<file path="src/tap_to_note_greedy_matcher_defines.svh">
// Assertion macros used by the matcher engine.
`ifndef TAP_TO_NOTE_GREEDY_MATCHER_DEFINES_SVH
`define TAP_TO_NOTE_GREEDY_MATCHER_DEFINES_SVH

// Same-cycle implication, checked on clk with rst_n low disabling.
`define TNM_ASSERT_IMP(lbl, ante, cons, msg) \
  lbl: assert property (@(posedge clk) disable iff (!rst_n) (ante) |-> (cons)) \
    else $error(msg);

// Next-cycle implication, checked on clk with rst_n low disabling.
`define TNM_ASSERT_NXT(lbl, ante, cons, msg) \
  lbl: assert property (@(posedge clk) disable iff (!rst_n) (ante) |=> (cons)) \
    else $error(msg);

`endif

</file>
<file path="src/tnm_pkg.sv">
// Types and constants shared by the tap-to-note matcher modules.
package tnm_pkg;

  localparam int POS_W   = 24;
  localparam int TOL_W   = 24;
  localparam int TOT_W   = 16;
  localparam int NIDX_W  = 6;
  localparam int OP_W    = 2;

  localparam logic [OP_W-1:0] OP_LOAD   = 2'd0;
  localparam logic [OP_W-1:0] OP_TAP    = 2'd1;
  localparam logic [OP_W-1:0] OP_FINISH = 2'd2;

  localparam int FIFO_DEPTH = 4;
  localparam int FIFO_PTR_W = 2;
  localparam int FIFO_CNT_W = 3;

  localparam logic [TOL_W-1:0] TOL_RESET = 24'd100;

  typedef enum logic [1:0] {
    CMD_LOAD,
    CMD_TAP,
    CMD_FINISH
  } cmd_kind_t;

  typedef struct packed {
    cmd_kind_t         kind;
    logic [POS_W-1:0]  pos;
  } cmd_t;

  typedef struct packed {
    logic              kind;
    logic              hit;
    logic [NIDX_W-1:0] note_index;
    logic              found;
    logic [POS_W-1:0]  distance;
    logic [TOT_W-1:0]  correct_count;
    logic [TOT_W-1:0]  wrong_count;
    logic              overflow;
  } res_t;

endpackage

</file>
<file path="src/tnm_front.sv">
// Input front end: decode the operation code and pass commands to the queue.
module tnm_front (
  input  logic                         in_valid,
  output logic                         in_ready,
  input  logic [tnm_pkg::OP_W-1:0]     in_op,
  input  logic [tnm_pkg::POS_W-1:0]    in_pos,
  output logic                         push_valid,
  input  logic                         push_ready,
  output tnm_pkg::cmd_t                push_cmd
);

  logic known;

  always_comb begin
    known         = 1'b1;
    push_cmd.pos  = in_pos;
    push_cmd.kind = tnm_pkg::CMD_LOAD;
    unique case (in_op)
      tnm_pkg::OP_LOAD:   push_cmd.kind = tnm_pkg::CMD_LOAD;
      tnm_pkg::OP_TAP:    push_cmd.kind = tnm_pkg::CMD_TAP;
      tnm_pkg::OP_FINISH: push_cmd.kind = tnm_pkg::CMD_FINISH;
      default:            known = 1'b0;
    endcase
  end

  // drop unused codes: accept without pushing
  assign in_ready   = push_ready;
  assign push_valid = in_valid && known;

endmodule

</file>
<file path="src/tnm_fifo.sv">
// Short command queue between the front end and the matching engine.
module tnm_fifo (
  input  logic           clk,
  input  logic           rst_n,
  input  logic           push_valid,
  output logic           push_ready,
  input  tnm_pkg::cmd_t  push_cmd,
  output logic           pop_valid,
  input  logic           pop_ready,
  output tnm_pkg::cmd_t  pop_cmd
);

  tnm_pkg::cmd_t                    slot_r [tnm_pkg::FIFO_DEPTH];
  logic [tnm_pkg::FIFO_PTR_W-1:0]   wr_ptr_r;
  logic [tnm_pkg::FIFO_PTR_W-1:0]   rd_ptr_r;
  logic [tnm_pkg::FIFO_CNT_W-1:0]   cnt_r;
  logic                             do_push;
  logic                             do_pop;

  assign push_ready = (cnt_r != tnm_pkg::FIFO_CNT_W'(tnm_pkg::FIFO_DEPTH));
  assign pop_valid  = (cnt_r != '0);
  assign pop_cmd    = slot_r[rd_ptr_r];
  assign do_push    = push_valid && push_ready;
  assign do_pop     = pop_valid && pop_ready;

  always_ff @(posedge clk) begin
    if (do_push) begin
      slot_r[wr_ptr_r] <= push_cmd;
    end
  end

  always_ff @(posedge clk) begin
    if (!rst_n) begin
      wr_ptr_r <= '0;
      rd_ptr_r <= '0;
      cnt_r    <= '0;
    end else begin
      if (do_push) begin
        wr_ptr_r <= wr_ptr_r + 1'b1;
      end
      if (do_pop) begin
        rd_ptr_r <= rd_ptr_r + 1'b1;
      end
      if (do_push && !do_pop) begin
        cnt_r <= cnt_r + 1'b1;
      end else if (do_pop && !do_push) begin
        cnt_r <= cnt_r - 1'b1;
      end
    end
  end

endmodule

</file>
<file path="src/tnm_engine.sv">
// Matching engine: note table, nearest-note scan, counters and result register.
`include "tap_to_note_greedy_matcher_defines.svh"

module tnm_engine #(
  parameter int MAX_NOTES = 64
) (
  input  logic                        clk,
  input  logic                        rst_n,
  input  logic                        cmd_valid,
  output logic                        cmd_ready,
  input  tnm_pkg::cmd_t               cmd,
  input  logic [tnm_pkg::TOL_W-1:0]   tol,
  output logic                        out_valid,
  input  logic                        out_ready,
  output tnm_pkg::res_t               out_res
);

  localparam int IDX_W = (MAX_NOTES > 1) ? $clog2(MAX_NOTES) : 1;
  localparam int CNT_W = $clog2(MAX_NOTES + 1);
  localparam int PW    = tnm_pkg::POS_W;
  localparam int TW    = tnm_pkg::TOT_W;

  typedef enum logic [1:0] {
    ST_IDLE,
    ST_SCAN,
    ST_RESOLVE,
    ST_EMIT
  } state_t;

  state_t             state_r;
  logic [CNT_W-1:0]   cnt_r;
  logic               ovf_r;
  logic [TW-1:0]      tap_tot_r;
  logic [TW-1:0]      hit_tot_r;

  logic [PW:0]        mem [MAX_NOTES];
  logic [PW:0]        rd_data_r;
  logic               mem_we;
  logic [IDX_W-1:0]   mem_wa;
  logic [PW:0]        mem_wd;
  logic [IDX_W-1:0]   mem_ra;

  logic [CNT_W-1:0]   iss_r;
  logic               rd_vld_r;
  logic [IDX_W-1:0]   rd_idx_r;
  logic [PW-1:0]      tap_r;
  logic               best_fnd_r;
  logic [IDX_W-1:0]   best_idx_r;
  logic [PW-1:0]      best_dist_r;
  logic [PW-1:0]      best_pos_r;

  tnm_pkg::res_t      res_r;
  tnm_pkg::res_t      out_res_r;
  logic               out_valid_r;

  logic               issuing;
  logic               room;
  logic               emit_go;
  logic [PW:0]        diff_tn;
  logic [PW:0]        diff_nt;
  logic [PW-1:0]      cand_dist;
  logic               better;
  logic               hit;
  logic [TW-1:0]      tap_tot_inc;
  logic [TW-1:0]      hit_tot_inc;
  logic [31:0]        idx_ext;

  assign cmd_ready = (state_r == ST_IDLE);
  assign out_valid = out_valid_r;
  assign out_res   = out_res_r;
  assign room      = (cnt_r < CNT_W'(MAX_NOTES));
  assign issuing   = (state_r == ST_SCAN) && (iss_r < cnt_r);
  assign mem_ra    = iss_r[IDX_W-1:0];
  assign emit_go   = (state_r == ST_EMIT) && (!out_valid_r || out_ready);

  assign diff_tn   = {tap_r[PW-1], tap_r} - {rd_data_r[PW-1], rd_data_r[PW-1:0]};
  assign diff_nt   = {rd_data_r[PW-1], rd_data_r[PW-1:0]} - {tap_r[PW-1], tap_r};
  assign cand_dist = diff_tn[PW] ? diff_nt[PW-1:0] : diff_tn[PW-1:0];
  assign better    = rd_vld_r && !rd_data_r[PW] &&
                     (!best_fnd_r || (cand_dist < best_dist_r));

  assign hit         = best_fnd_r && (best_dist_r <= tol);
  assign tap_tot_inc = (tap_tot_r == {TW{1'b1}}) ? tap_tot_r : tap_tot_r + 1'b1;
  assign hit_tot_inc = (hit_tot_r == {TW{1'b1}}) ? hit_tot_r : hit_tot_r + 1'b1;
  assign idx_ext     = 32'(best_idx_r);

  always_comb begin
    mem_we = 1'b0;
    mem_wa = cnt_r[IDX_W-1:0];
    mem_wd = {1'b0, cmd.pos};
    if (state_r == ST_IDLE && cmd_valid && cmd.kind == tnm_pkg::CMD_LOAD && room) begin
      mem_we = 1'b1;
    end else if (state_r == ST_RESOLVE && hit) begin
      mem_we = 1'b1;
      mem_wa = best_idx_r;
      mem_wd = {1'b1, best_pos_r};
    end
  end

  always_ff @(posedge clk) begin
    if (mem_we) begin
      mem[mem_wa] <= mem_wd;
    end
    rd_data_r <= mem[mem_ra];
  end

  always_ff @(posedge clk) begin
    if (!rst_n) begin
      state_r     <= ST_IDLE;
      cnt_r       <= '0;
      ovf_r       <= 1'b0;
      tap_tot_r   <= '0;
      hit_tot_r   <= '0;
      rd_vld_r    <= 1'b0;
      iss_r       <= '0;
      best_fnd_r  <= 1'b0;
      out_valid_r <= 1'b0;
    end else begin
      if (emit_go) begin
        out_valid_r <= 1'b1;
      end else if (out_ready) begin
        out_valid_r <= 1'b0;
      end
      unique case (state_r)
        ST_IDLE: begin
          if (cmd_valid) begin
            case (cmd.kind)
              tnm_pkg::CMD_LOAD: begin
                if (room) begin
                  cnt_r <= cnt_r + 1'b1;
                end else begin
                  ovf_r <= 1'b1;
                end
              end
              tnm_pkg::CMD_TAP: begin
                tap_r      <= cmd.pos;
                iss_r      <= '0;
                rd_vld_r   <= 1'b0;
                best_fnd_r <= 1'b0;
                state_r    <= ST_SCAN;
              end
              tnm_pkg::CMD_FINISH: begin
                res_r     <= '{kind: 1'b1, hit: 1'b0, note_index: '0, found: 1'b0,
                               distance: '0, correct_count: hit_tot_r,
                               wrong_count: tap_tot_r - hit_tot_r, overflow: ovf_r};
                cnt_r     <= '0;
                ovf_r     <= 1'b0;
                tap_tot_r <= '0;
                hit_tot_r <= '0;
                state_r   <= ST_EMIT;
              end
              default: ;
            endcase
          end
        end
        ST_SCAN: begin
          rd_vld_r <= issuing;
          rd_idx_r <= iss_r[IDX_W-1:0];
          if (issuing) begin
            iss_r <= iss_r + 1'b1;
          end
          if (better) begin
            best_fnd_r  <= 1'b1;
            best_idx_r  <= rd_idx_r;
            best_dist_r <= cand_dist;
            best_pos_r  <= rd_data_r[PW-1:0];
          end
          if (!issuing && !rd_vld_r) begin
            state_r <= ST_RESOLVE;
          end
        end
        ST_RESOLVE: begin
          tap_tot_r <= tap_tot_inc;
          if (hit) begin
            hit_tot_r <= hit_tot_inc;
          end
          res_r.kind          <= 1'b0;
          res_r.hit           <= hit;
          res_r.found         <= best_fnd_r;
          res_r.note_index    <= best_fnd_r ? idx_ext[tnm_pkg::NIDX_W-1:0] : '0;
          res_r.distance      <= best_fnd_r ? best_dist_r : '0;
          res_r.correct_count <= hit ? hit_tot_inc : hit_tot_r;
          res_r.wrong_count   <= tap_tot_inc - (hit ? hit_tot_inc : hit_tot_r);
          res_r.overflow      <= ovf_r;
          state_r             <= ST_EMIT;
        end
        ST_EMIT: begin
          if (emit_go) begin
            out_res_r <= res_r;
            state_r   <= ST_IDLE;
          end
        end
        default: state_r <= ST_IDLE;
      endcase
    end
  end

  `TNM_ASSERT_IMP(a_cnt_bound, 1'b1, cnt_r <= CNT_W'(MAX_NOTES), "note count beyond table size")
  `TNM_ASSERT_IMP(a_hit_found, out_valid_r && out_res_r.hit,
    out_res_r.found && !out_res_r.kind, "hit without a found note")
  `TNM_ASSERT_NXT(a_finish_clear,
    state_r == ST_IDLE && cmd_valid && cmd.kind == tnm_pkg::CMD_FINISH,
    cnt_r == '0 && tap_tot_r == '0 && state_r == ST_EMIT, "finish did not clear")

endmodule

</file>
<file path="src/tap_to_note_greedy_matcher.sv">
// Tap-to-note greedy matcher top level.
//
// Input stream (in_*): one transfer per item. tdata carries the operation
// (load note, tap, finish) and a signed position. Unused operation codes are
// taken and dropped. Loads beyond the table size are dropped and set overflow.
// Output stream (out_*): one transfer per tap (tuser 0) and per finish
// (tuser 1, summary with correct and wrong counts); loads give none.
// Config channel (cfg_*): writes the 24-bit tolerance; write only when idle.
// A tap scans the loaded notes one entry per cycle through the read port of
// the note memory and then resolves and emits its result; loads need no scan
// and a finish goes straight to emit. The queue registers each command ahead
// of the engine.
// Commands queue up to four deep ahead of the engine, so the input keeps
// taking items while a tap scans or a result waits.
// When the receiver stalls, the result holds in the output register and the
// engine waits; the queue then fills and in_tready drops.
// Reset clears the counters, note count, overflow flag and queue and sets
// the tolerance to 100; the note table needs no clearing.
module tap_to_note_greedy_matcher #(
  parameter int MAX_NOTES = 64
) (
  input  logic        clk,
  input  logic        rst_n,
  input  logic        in_tvalid,
  output logic        in_tready,
  input  logic [31:0] in_tdata,   // operation[1:0], position[25:2], zero[31:26]
  output logic        out_tvalid,
  input  logic        out_tready,
  output logic [71:0] out_tdata,  // hit[0], note_index[6:1], found[7], distance[31:8],
                                  // correct_count[47:32], wrong_count[63:48],
                                  // overflow[64], zero[71:65]
  output logic [0:0]  out_tuser,  // kind[0]
  input  logic        cfg_valid,
  output logic        cfg_ready,
  input  logic [23:0] cfg_data
);

  logic [tnm_pkg::TOL_W-1:0] tol_r;
  logic                      push_valid;
  logic                      push_ready;
  tnm_pkg::cmd_t             push_cmd;
  logic                      pop_valid;
  logic                      pop_ready;
  tnm_pkg::cmd_t             pop_cmd;
  tnm_pkg::res_t             res;

  assign cfg_ready = 1'b1;

  always_ff @(posedge clk) begin
    if (!rst_n) begin
      tol_r <= tnm_pkg::TOL_RESET;
    end else if (cfg_valid && cfg_ready) begin
      tol_r <= cfg_data;
    end
  end

  tnm_front u_front (
    .in_valid   (in_tvalid),
    .in_ready   (in_tready),
    .in_op      (in_tdata[1:0]),
    .in_pos     (in_tdata[25:2]),
    .push_valid (push_valid),
    .push_ready (push_ready),
    .push_cmd   (push_cmd)
  );

  tnm_fifo u_fifo (
    .clk        (clk),
    .rst_n      (rst_n),
    .push_valid (push_valid),
    .push_ready (push_ready),
    .push_cmd   (push_cmd),
    .pop_valid  (pop_valid),
    .pop_ready  (pop_ready),
    .pop_cmd    (pop_cmd)
  );

  tnm_engine #(
    .MAX_NOTES (MAX_NOTES)
  ) u_engine (
    .clk       (clk),
    .rst_n     (rst_n),
    .cmd_valid (pop_valid),
    .cmd_ready (pop_ready),
    .cmd       (pop_cmd),
    .tol       (tol_r),
    .out_valid (out_tvalid),
    .out_ready (out_tready),
    .out_res   (res)
  );

  assign out_tuser = res.kind;
  assign out_tdata = {7'd0, res.overflow, res.wrong_count, res.correct_count,
                      res.distance, res.found, res.note_index, res.hit};

endmodule

</file>
<file path="config.mk">
export PLATFORM = sky130hd
export DESIGN_NAME = tap_to_note_greedy_matcher
export DESIGN_NICKNAME = d
export VERILOG_FILES = /design/src/tnm_pkg.sv /design/src/tnm_front.sv /design/src/tnm_fifo.sv /design/src/tnm_engine.sv /design/src/tap_to_note_greedy_matcher.sv
export VERILOG_INCLUDE_DIRS = /design/src /design/src/src
export SDC_FILE = /design/constraint.sdc
export NUM_CORES = 2
export LEC_CHECK = 0
export BUFFER_PORTS_ARGS = -buffer_cell sky130_fd_sc_hd__clkbuf_2
export CAP_MARGIN = 20
export CORE_MARGIN = 2
export CORE_UTILIZATION = 40
export CTS_BUF_LIST = sky130_fd_sc_hd__clkbuf_8
export DETAILED_ROUTE_END_ITERATION = 10
export PLACE_DENSITY = 0.52
export SLEW_MARGIN = 20
export SYNTH_ARGS = -nofsm -noshare
export SYNTH_HDL_FRONTEND = slang
export SYNTH_SLANG_ARGS = --single-unit
</file>
<file path="constraint.sdc">
create_clock -name clk -period 17.3 [get_ports clk]
set_input_delay 2.595 -clock clk [delete_from_list [all_inputs] [get_ports clk]]
set_output_delay 2.595 -clock clk [all_outputs]
set_load 0.1 [all_outputs]
</file>
==> flow_summary.rst <==
.. list-table::
   :header-rows: 1

   * - Metric
     - Value
   * - CTS buffer count
     - 349
   * - Outcome
     - finished clean
   * - Average detailed-routed wire length per instance
     - 28.38 microns
   * - Routed wire length on met3
     - 10,440 microns
   * - Port Buffers
     - 122
   * - Die Outline Area
     - 0.2093 sq mm
   * - Number of pins with negative max-slew slack in the final report
     - 0
   * - Worst hold-check path type
     - flip-flop to flip-flop
   * - Y dimension of the die
     - 457.5 microns
   * - Final count of hold timing violations
     - 0
   * - CP Launch Type
     - flip-flop
   * - Maximum level of the CTS H-tree
     - 5
   * - Max transition margin
     - 24.28%
   * - Wire length the detailed router placed on met1
     - 94,800 microns
   * - Static leakage
     - 29.94 nW
   * - Top Layer Used
     - met5
   * - Post-Syn Area
     - 0.08226 sq mm
   * - Critical-path cell list
     - inv_1 -> ha_1 -> inv_1 -> fa_1 -> a21o_1 -> a21oi_1 -> o21bai_1 -> a311oi_4 -> o221ai_2 -> buf_4 -> o21ai_0 -> o21ai_0 -> xor2_1 -> ha_1 -> a21o_1 -> a21o_1 -> a21oi_1 -> o21ai_0 -> a21o_1 -> a221oi_1 -> o21ai_0 -> a221o_1 -> a2111oi_2 -> buf_4
   * - Die boundary width
     - 457.5 microns
   * - Hold-fix buffers at CTS
     - 0
   * - Peak VDD IR
     - 86.41 uV
   * - Proportion of synthesized flip-flops having asynchronous set or reset
     - 0%
   * - Latest clock arrival within the worst-skew pair
     - 1.07 ns
   * - Largest net degree at the start of global routing
     - 124
   * - Final setup viols
     - 0
   * - Critical path class
     - flip-flop to flip-flop
   * - Critical Path RT
     - 17.93 ns
   * - Unrepaired setup endpoints after global routing
     - no
   * - Actual slew at the worst max-slew pin
     - 1.121 ns
   * - Clock sink count
     - 2,030
   * - Total wirelength of the detailed-routed design
     - 214,300 microns
   * - Overall via count from detail_route
     - 41,770
   * - GR Util All Layers
     - 20.43%
   * - Slowest CP cell
     - buf_4
   * - Post-Place Cells
     - 6,938
   * - Fraction of post-synthesis cell area in the top cell type by area
     - 70.09%
   * - Global-route wire length before repair
     - 306,000 microns
   * - Share of the clock period used by the worst path after layout
     - 39.16%
   * - CP endpoint kind
     - flip-flop
   * - Setup bufs post-CTS
     - 0
   * - Pre-antenna DRT Iters
     - 5
   * - Yosys top cell by area
     - edfxtp_1
   * - Clock skew
     - 0.06879 ns
   * - Core Box Area
     - 0.2046 sq mm
   * - Antenna violations before repair
     - 11
   * - Drt drc
     - 0
   * - Final Total Pwr
     - 11.42 mW
   * - Synth Warn #
     - 0
   * - Post-Syn Area per Cell
     - 19.65 sq um
   * - Unique cell type count in the Yosys netlist
     - 86
   * - Fillcell total
     - 17,310
   * - Layout cells sized above 1
     - 27.56%
   * - Cell area power density
     - 122.2 mW/mm^2
   * - Most area-consuming cells after synthesis
     - edfxtp_1 (70%), mux4_2 (15%), dfxtp_1 (2.7%), ha_1 (2.2%), nand2_1 (0.78%)
   * - Bufs and invs on worst path
     - 4
   * - Post-Syn Instances
     - 4,186
   * - Max-cap violation count
     - 0
   * - Routability congestion estimate from global placement
     - 0.8435
   * - Slowest cell delay on critical path
     - 0.66 ns
   * - Max frequency
     - 0.1476 GHz
   * - Number of synthesized register bits
     - 2,030
   * - Dominant synthesized flop cell
     - edfxtp_1
   * - CTS tree
     - done
   * - Flop-to-flop setup slack
     - 10.52 ns
   * - Starting Density
     - 40.21%
   * - Final Net Count
     - 4,811
   * - Maximum fanout along the worst path
     - 54
   * - Crit-path leading delay family
     - compound AO/OA/AOI/OAI gates
   * - Resized Gates After CTS
     - 0
   * - Number of synthesized flops with an enable pin
     - 1,920
   * - Number of global-route vias before repair
     - 42,800
   * - Sum Neg Setup Slack
     - 0 ns
   * - Min Clock Period, post-route
     - 6.775 ns
   * - Sequential-to-total area share from yosys stat
     - 72.77%
   * - Antenna Nets Post-Route
     - 0
   * - Routed via count divided by cell count
     - 5.533
   * - Placement Rows
     - 166
   * - Leftover overflow at the end of global routing
     - 0
   * - Number of DRC violations after detailed-routing iteration 0
     - 3,921
   * - Half-perimeter wire length of the detailed placement result
     - 120,100 microns
   * - Count of pins on the block boundary
     - 137
   * - Final core utilization
     - 45.68%
   * - Final Instance Count excl. Fillers
     - 7,549
   * - Clock root buffer
     - clkbuf_8
   * - Data arrival at the endpoint of the critical path
     - 7.41 ns
   * - Sum of met2 wire segment lengths after detailed routing
     - 103,200 microns
   * - Clock buffer depth
     - 4
   * - Clock edge transition at the registers on the reported setup and hold paths
     - 0.06 ns
   * - Area Overhead vs Synth
     - 13.61%
[synthesized netlist by cell type, types with 12 or more instances]
master,count
and2_1,12
nand4_1,28
xor2_1,29
or3_1,17
a21o_1,50
ha_1,143
nand3_1,43
clkbuf_1,110
a21oi_1,101
mux2i_1,45
mux4_2,551
dfxtp_1,110
and3_1,15
nand2_1,172
buf_2,53
o21bai_1,16
o22ai_1,59
a31oi_1,13
inv_1,156
o21a_1,14
nor2b_1,15
buf_1,22
nor2_1,164
nor3_1,23
edfxtp_1,1920
xnor2_1,63
o21ai_0,75
[layout make-up]
type / count / area, sq um / share of cell area [%]
Multi-Input combinational cell: 1806 / 21900 / 23.43
Clock buffer: 362 / 4982 / 5.331
Clock inverter: 235 / 1051 / 1.125
Sequential cell: 2030 / 59880 / 64.07
Timing Repair Buffer: 255 / 1650 / 1.766
Antenna cell: 13 / 32.53 / 0.03481
Inverter: 160 / 601.8 / 0.6440
Tap cell: 2688 / 3363 / 3.599
[power by group]
group	switching, mW	total, mW	internal [mW]
logic	1.18	1.57	0.394
clock network	1.88	3.86	1.98
registers	0.0455	5.99	5.94
[layer usage]
metal  vias up  track usage [%]
met5         -                0
met4         2            5.930
met3       389            3.163
met2      1229            33.24
met1     22160            28.57
li1      17980                -
[kinds of logic after synthesis]
logic type               Yosys count  synth area share (%)
multiplexers                     602                 15.72
buffers and inverters            356                 1.766
flip-flops                      2030                 72.77
adder cells (fa/ha/maj)          148                 2.297
AO/OA/AOI/OAI                    428                 3.407
other                              2              0.009130
XOR/XNOR                          92                0.9796
AND/OR/NAND/NOR                  528                 3.059
[registers in the layout (all words and copies together), names as in the netlist, named ones only]
| name | count |
|---|---|
| tol_r | 24 |
| u_engine.best_dist_r | 24 |
| u_engine.best_fnd_r | 1 |
| u_engine.best_idx_r | 6 |
| u_engine.best_pos_r | 24 |
| u_engine.cnt_r | 7 |
| u_engine.hit_tot_r | 16 |
| u_engine.iss_r | 7 |
| u_engine.mem | 1600 |
| u_engine.out_res | 66 |
| u_engine.out_valid | 1 |
| u_engine.ovf_r | 1 |
| u_engine.rd_data_r | 25 |
| u_engine.rd_idx_r | 6 |
| u_engine.rd_vld_r | 1 |
| u_engine.res_r | 66 |
| u_engine.state_r | 2 |
| u_engine.tap_r | 24 |
| u_engine.tap_tot_r | 16 |
| u_fifo.cnt_r | 3 |
| u_fifo.rd_ptr_r | 2 |
| u_fifo.slot_r | 104 |
| u_fifo.wr_ptr_r | 2 |
[placed cells by master, fill, tap and decap left out, drive strengths merged, types with 59 or more instances in the layout]
cell and n:
nand2 173, clkinv 95, edfxtp 1920, buf 133, mux4 551, xnor2 63, inv 290, dfxtp 110
o21ai 79, a21oi 102, clkbuf 484, nor2 166, o22ai 59, ha 143
[worst paths after layout]
path	start	end	cells past startpoint
setup / recovery	u_engine.tap_r[0]	u_engine.best_dist_r[14]	24
hold / removal	u_engine.rd_idx_r[1]	u_engine.best_idx_r[1]	0
setup reg to reg	u_engine.tap_r[0]	u_engine.best_dist_r[14]	24
hold reg to reg	u_engine.rd_idx_r[1]	u_engine.best_idx_r[1]	0
[stage by stage]
step	cell area (sq um)	hold slack [ns]	worst slack, ns
finish	93450	0.4141	10.52
global route	93430	0.4153	10.01
CTS	93410	0.4084	10.43
detailed placement	87380	0.4045	10.47
global placement	87380	0.4016	10.46
floorplan	82280	0.4003	3.855
No activity file was read; power rests on OpenSTA's default activity.
